`src/hdl/gpp_pkg.sv`:
```
// ---------------------------------------------------------------------------
// gpp_pkg
// Shared types and constants of the greedy page packer: request and response
// payloads, action and status codes, sequencer states and size helpers.
// ---------------------------------------------------------------------------
package gpp_pkg;

   // request actions
   typedef enum logic [1:0] {
      ACT_VERTEX    = 2'd0,
      ACT_GROUP_END = 2'd1,
      ACT_FINISH    = 2'd2,
      ACT_NONE      = 2'd3
   } action_type;

   // response status codes
   localparam logic [1:0] STAT_PLACED   = 2'd0;
   localparam logic [1:0] STAT_OVERSIZE = 2'd1;
   localparam logic [1:0] STAT_BAD_CAP  = 2'd2;
   localparam logic [1:0] STAT_FINISHED = 2'd3;

   // csr register indexes
   localparam logic [1:0] CSR_PAGE_CAPACITY = 2'd0;
   localparam logic [1:0] CSR_HEADER_SIZE   = 2'd1;
   localparam logic [1:0] CSR_RECORD_SIZE   = 2'd2;

   localparam int CAP_W    = 21;
   localparam int HDR_W    = 11;
   localparam int REC_W    = 9;
   localparam int SIZE_W   = 28;
   localparam int CLUS_W   = 17;
   localparam int REF_W    = 21;
   localparam int VERT_W   = 17;
   localparam logic [CAP_W-1:0] CAP_MIN = 21'd1024;
   localparam logic [2:0] LAST_STEP = 3'd5;

   typedef struct packed {
      logic [1:0]  action;
      logic [11:0] vertex_id;
      logic [15:0] group_id;
      logic [7:0]  group_clusters;
      logic [15:0] group_refs;
      logic [15:0] group_tris;
      logic        is_terminal;
   } req_type;

   typedef struct packed {
      logic [15:0] out_group;
      logic [15:0] page_index;
      logic        opened_page;
      logic [1:0]  status;
   } rsp_type;

   // operands of one payload size evaluation
   typedef struct packed {
      logic [CLUS_W-1:0] clusters;
      logic [REF_W-1:0]  refs;
      logic [REF_W-1:0]  tris;
      logic [VERT_W-1:0] verts;
   } size_args_type;

   // sequencer states
   typedef enum logic [3:0] {
      ST_CLEAR,
      ST_IDLE,
      ST_VCHECK,
      ST_ALONE,
      ST_JOINED,
      ST_PLACE,
      ST_WALK,
      ST_RESP
   } state_type;

   // round up to a multiple of 16
   function automatic logic [SIZE_W-1:0] align16(input logic [SIZE_W-1:0] x);
      logic [SIZE_W-1:0] s;
      s = x + SIZE_W'(15);
      return {s[SIZE_W-1:4], 4'd0};
   endfunction

endpackage

```
`src/hdl/gpp_size_unit.sv`:
```
// ---------------------------------------------------------------------------
// gpp_size_unit
// Payload size evaluator: one header, product or aligned term added to an
// accumulator per cycle, six terms per evaluation.
// ---------------------------------------------------------------------------
module gpp_size_unit (
   input  logic                        clock,
   input  logic                        reset,
   input  logic                        start,
   input  gpp_pkg::size_args_type      args,
   input  logic [gpp_pkg::HDR_W-1:0]   header_size,
   input  logic [gpp_pkg::REC_W-1:0]   record_size,
   output logic                        done,
   output logic [gpp_pkg::SIZE_W-1:0]  size
);
   import gpp_pkg::*;

   logic [2:0]        step_ff, step_in;
   logic              busy_ff, busy_in;
   logic              done_ff, done_in;
   logic [SIZE_W-1:0] acc_ff, acc_in;
   logic [SIZE_W-1:0] term;
   logic [CLUS_W+REC_W-1:0] prod;

   // term selected by the step
   always_comb begin
      prod = (CLUS_W+REC_W)'(args.clusters) * (CLUS_W+REC_W)'(record_size);
      case (step_ff)
         3'd0:    term = SIZE_W'(header_size);
         3'd1:    term = SIZE_W'(prod);
         3'd2:    term = align16(SIZE_W'(args.refs) << 2);
         3'd3:    term = align16(SIZE_W'(args.tris) << 2);
         3'd4:    term = align16(SIZE_W'(args.verts) << 3);
         3'd5:    term = align16(SIZE_W'(args.verts) << 2);
         default: term = '0;
      endcase
   end

   // step sequencing and accumulation
   always_comb begin
      step_in = step_ff;
      busy_in = busy_ff;
      acc_in  = acc_ff;
      done_in = 1'b0;
      if (start) begin
         step_in = '0;
         busy_in = 1'b1;
         acc_in  = '0;
      end else if (busy_ff) begin
         acc_in  = acc_ff + term;
         step_in = step_ff + 3'd1;
         if (step_ff == LAST_STEP) begin
            busy_in = 1'b0;
            done_in = 1'b1;
         end
      end
   end

   always_ff @(posedge clock) begin
      if (reset) begin
         busy_ff <= 1'b0;
         done_ff <= 1'b0;
         step_ff <= '0;
      end else begin
         busy_ff <= busy_in;
         done_ff <= done_in;
         step_ff <= step_in;
      end
      acc_ff <= acc_in;
   end

   assign done = done_ff;
   assign size = acc_ff;
endmodule

```
`config.mk`:
```
export PLATFORM = sky130hd
export DESIGN_NAME = gpp_size_unit
export DESIGN_NICKNAME = d
export VERILOG_FILES = /design/src/hdl/gpp_pkg.sv /design/src/hdl/gpp_size_unit.sv
export SDC_FILE = /design/constraint.sdc
export NUM_CORES = 1
export LEC_CHECK = 0
export BUFFER_PORTS_ARGS = -buffer_cell sky130_fd_sc_hd__buf_2
export CAP_MARGIN = 40
export CORE_AREA = 5 5 207 159
export DETAILED_ROUTE_END_ITERATION = 6
export DIE_AREA = 0 0 212 164
export SLEW_MARGIN = 0
export SYNTH_ARGS = -nofsm -noshare
export SYNTH_HDL_FRONTEND = slang
export SYNTH_SLANG_ARGS = --single-unit
```
`constraint.sdc`:
```
create_clock -name clock -period 13.2 [get_ports clock]
set_input_delay 0.66 -clock clock [delete_from_list [all_inputs] [get_ports clock]]
set_output_delay 0.66 -clock clock [all_outputs]
set_load 0.01 [all_outputs]
```
# Word-level counts from Yosys, hierarchy flattened
# Index checks and enable logic that the tools add are counted.
# W data, S select, Z words.
[totals] register_bits=33 latchBits=0 mem_bits_rw=0 romBits=0 in_bits=99 out_inout_bits=29 word_cells=25 n_memories=0
[classes] addsub=6 n_mul=1 div_mod_pow=0 order_cmp=0 n_eq_ne=5 n_shift=0 n_mux=5 n_bitwise=1 n_reduce_logical=3
[op_table] op="$pmux W26 S6" n=1
[op_table] op="$add A23 B4 Y24 const B" n=2
[op_table] op="$add A28 B28 Y28" n=1
[op_table] op="$mul A17 B9 Y26" n=1
[op_table] op="$add A20 B4 Y21 const B" n=1
[op_table] op="$add A19 B4 Y20 const B" n=1
[op_table] op="$eq A3 B2 Y1 const B" n=2
[op_table] op="$eq A3 B3 Y1 const B" n=2
[op_table] op="$mux W1" n=4
[op_table] op="$add A3 B1 Y3 const B" n=1
[op_table] op="$eq A3 B1 Y1 const B" n=1
[op_table] op="$logic_not A3 Y1" n=1
[op_table] op="$reduce_or A3 Y1" n=1
[op_table] op="$reduce_or A2 Y1" n=1
[op_table] op="$not A1 Y1" n=1

# Longest topological paths before layout
[depth] word_depth=4 depth_mapped=31

# Worst setup path before layout
# OpenSTA, ideal clock, no wires.
[synth_timing] path_kind="input-to-reg" from="in record_size[2] (netlist name)" to="reg acc_ff[20], in the netlist size[20]" setup_time_ns=0.122 arrival_ns=6.613 required_ns=13.078 slack_ns=6.465 cell_stages=25 n_path_buf=2 cell_sequence="clkbuf_1 > clkbuf_1 > nand2_1 > fa_1 > inv_1 > fa_1 > fa_1 > inv_1 > fa_1 > inv_1 > ha_1 > a21oi_1 > o21ai_0 > xor2_1 > a222oi_1 > o21ai_0 > ha_1 > nand2_1 > or3_1 > o21bai_1 > a21oi_1 > o21ai_1 > a31oi_1 > mux2_1 > a311o_1"
[synth_via] elab_chain_len=3
[synth_rtl] element="start: declaration" line="gpp_size_unit.sv:12" rtl="input logic [gpp_pkg::REC_W-1:0] record_size,"
[synth_rtl] element="$mul A17 B9 Y26" line="gpp_size_unit.sv:27" rtl="prod = (CLUS_W+REC_W)'(args.clusters) * (CLUS_W+REC_W)'(record_size);"
[synth_rtl] element="$pmux W26 S6" line="gpp_size_unit.sv:28" rtl="case (step_ff)"
[synth_rtl] element="$add A28 B28 Y28" line="gpp_size_unit.sv:50" rtl="acc_in = acc_ff + term;"
[synth_rtl] element="end signal: assignment" line="gpp_size_unit.sv:69" rtl="acc_ff <= acc_in;"
[synth_rtl] element="end: declaration" line="gpp_size_unit.sv:21" rtl="logic [SIZE_W-1:0] acc_ff, acc_in;"
# No other way between the ends.
# A chain may end at the register's enable or synchronous reset.

# Final worst setup path
[layout_timing] from="in record_size[8] (netlist name)" to="reg acc_ff[20], in the netlist size[20]"
# Same word-level chain as after synthesis.

==> results summary <==
The standard cell core area is 30800 µm². The floorplan step defined a die boundary enclosing 34800 µm². The sum of internal, switching and leakage power is 1.36 mW. The total of buffers placed on input and output ports came out at 127. The final period utilization came out at 0.532. The portion of synthesized cell area occupied by the leading cell type came out at 0.236. The setup TNS came out at 0 ns.

Hold is met by 0.483 ns. The count of endpoints failing hold in the final timing report was 0. The floorplan step set the die width to 212 µm. The class of the most critical hold timing path is flop to flop. Setup repair after global routing left no endpoint under its margin. The final setup violation count came out at 0. The post-CTS setup buffer count came out at 0. The via count of the first global-routing pass is 8334. Yosys attributes the largest share of cell area to fa_1 (24%), ha_1 (11%), dfxtp_1 (7.3%), inv_1 (6.3%), and2_1 (5.9%). The count of different cell masters after synthesis came out at 74. The async set-or-reset flop fraction in the synthesized netlist came out at 0. Wires add up to 26900 µm.

The number of antenna violations at the first check in global routing is 3. The total CTS buffers came out at 5. The clock period minus worst slack came out at 7.02 ns. The aggregate global routing overflow came out at 0. The pin count of the biggest net entering global routing came out at 34.

The row count came out at 56. Among the stages of the critical path, the cell type that occurs most often is fa_1. The violation count after the first detailed-routing iteration is 512. Across the run, the number of max-cap violations was 0. Synthesis produced 1159 cells. STA classifies the critical path startpoint as a primary input. The count of H-tree levels built during CTS came out at 2. The leakage power total came out at 5.00 nW. The length of the first detailed-routing pass in iterations came out at 7.

The DRC violation count after routing is 0. The final-layout fill cell count came out at 3271. The post-route standard cell area excluding fillers is 10200 µm².

The quantity of gates resized following cts is 0. The maximum fanout encountered on the critical timing path is 17. The initial utilization of the core area, before any placement, comes to 0.295.

The critical path data required time came out at 13.38 ns. The cell with the most instances after synthesis is inv_1. The flow ran to the end, and the final reports show no timing, DRC or antenna violations. For this design the ratio of total power to cell area is 133 nW/µm². The max-slew violation count came out at 0. The via count normalized by instance count came out at 5.09.

The wire-length estimate of the detail-placed layout is 22800 µm. The number of primary I/O pins is 128. The number of synthesis warnings is 0.

Synthesis inferred 33 register bits. The detailed-route via count is 8428. The kind of cell with the highest combined delay on the critical path is adder cells. The first global-routing pass estimated 43600 µm of wire. The relative slew slack came out at 0.408. The cell type of the slowest stage on the worst timing path is fa_1.

CTS placed an instance of clkbuf_16 at the clock tree root. The final layout contains 1531 nets. TritonCTS built the clock tree.

The clock passes through at most 2 buffers. The synthesized netlist net count is 1444. The tree built by TritonCTS fans out to 33 sinks.

The top flip-flop cell by instance count after synthesis is dfxtp_1. The post-CTS clock slew at the launch and capture registers of the worst setup and hold paths came out at 0.06 ns. The detail-routed net length per standard cell came out at 16.3 µm. In this run, synthesis inferred 0 flip-flops with an integrated enable. The die extent in y came out at 164 µm.

The transition time at the pin with the least slew margin came out at 0.887 ns. fa_1 takes more of the synthesized area than any other cell. The number of buffers and inverters on the critical path is 4.

The summed instance area of the synthesized netlist came out at 9070 µm². In the final layout, the share of cells above drive strength 1 is 0.127. The quantity of hold-fixing buffers added after cts came out at 0. Across the VDD grid, the largest voltage drop is 0.109 mV. Between clock sinks in the finished design, the worst skew comes to 0.00647 ns. The total routing usage reported by global routing came out at 0.155. The arrival time reported for the critical path endpoint came out at 7.20 ns. The critical path is of the primary input to flop type. The congestion estimate from routability-driven global placement came to 0.920. The delay of the slowest cell on the worst path came out at 0.56 ns.

The count of nets left with antenna violations once routing finished came out at 0. The clock insertion delay at the later pin of the skew report came out at 0.29 ns. Timing would allow up to 0.142 GHz. The critical path goes through buf_2 -> nand2_1 -> fa_1 -> fa_1 -> inv_1 -> fa_1 -> inv_1 -> fa_1 -> inv_1 -> ha_1 -> a21oi_1 -> o21ai_0 -> xor2_1 -> a222oi_1 -> o21ai_0 -> ha_1 -> nand2_1 -> or3_1 -> o21bai_1 -> a21oi_1 -> o21ai_1 -> a31oi_1 -> mux2_1 -> a311o_1. The post-synthesis sequential area ratio is 0.0728. The commonest cells after synthesis are inv_1 (153), nand2_1 (135), fa_1 (107). The area growth from synthesis to layout is 12.8%. The nature of the critical path endpoint is a flop. The final core utilization came out at 0.333. The area after detailed placement is 10100 µm². A synthesized cell averages 7.83 µm².
cell type report:
cell class | instances | area, µm² | share of cell area
Multi-Input combinational cell | 921 | 7620 | 0.745
Timing Repair Buffer | 130 | 678 | 0.0663
Sequential cell | 33 | 661 | 0.0646
Inverter | 155 | 582 | 0.0569
Tap cell | 406 | 508 | 0.0497
Clock buffer | 5 | 125 | 0.0122
Clock inverter | 3 | 46.3 | 0.00453
Antenna cell | 2 | 5.00 | 0.000489
cells in the final DEF (no fill, tap or decap), types with 5 or more instances in the layout:
cell and count:
o21ai_0 32, nand3b_1 5, ha_1 78, nor2b_1 8
clkbuf_16 5, a21oi_1 54, a31oi_1 7, a21o_1 28
and2_1 86, a22oi_1 6, nand4_1 9, a211oi_1 10
fa_1 107, xor2_1 35, mux2i_1 18, nor3_1 16
a32oi_1 6, o21a_1 11, nor2_1 69, inv_1 153
nand2_1 135, nand3_1 35, o22ai_1 18, or3_1 9
o211ai_1 5, a221o_1 5, o21bai_1 9, and3_1 10
dfxtp_1 33, buf_2 127, xnor2_1 43
worst min-delay path: cells and delay by family, from the launching register on:
| kind | cells | cell delay (ns) |
|---|---|---|
| flops | 1 | 0.32 |
| simple gates | 1 | 0.06 |
| compound gates | 1 | 0.05 |
path summary, 6_finish.rpt:
| check | endpoint | startpoint | depth (start not counted) | slack, ns |
|---|---|---|---|---|
| max | size[20] | record_size[8] | 24 | 6.18 |
| min | size[27] | size[27] | 2 | 0.48 |
| max reg2reg | size[26] | step_ff[2] | 19 | 7.45 |
| min reg2reg | size[27] | size[27] | 2 | 0.48 |
routing by layer:
layer	up-vias	track usage	share of wire
met5	-	0	0.00048
met2	198	0.251	0.45
met4	2	0.0360	0.025
met1	4135	0.218	0.48
li1	4055	-	-
met3	38	0.0243	0.050
power by group:
group	total, mW	internal, mW	switching, mW
combinational	1.10	0.453	0.646
clock	0.137	0.0893	0.0479
sequential	0.121	0.110	0.0112
total	1.36	0.653	0.705
cells by family after synthesis:
group / Yosys count / synth area share
buffers and inverters: 205 / 0.0870
XOR/XNOR: 78 / 0.0753
AO/OA/AOI/OAI: 234 / 0.176
flip-flops: 33 / 0.0728
AND/OR/NAND/NOR: 401 / 0.218
adder cells (fa/ha/maj): 186 / 0.345
multiplexers: 22 / 0.0251
per-stage QoR:
stage	cells	worst slack, ns
after floorplan	1159	6.46
after global placement	1644	6.11
after detailed placement	1645	5.94
after CTS	1653	6.23
after global routing	1654	5.87
final	1655	6.18
state kept, by name, summed over array words and instances, names as in the netlist:
signal,count
step_ff,3
size,28
done,1
busy_ff,1
(Power assumes the default switching activity.)
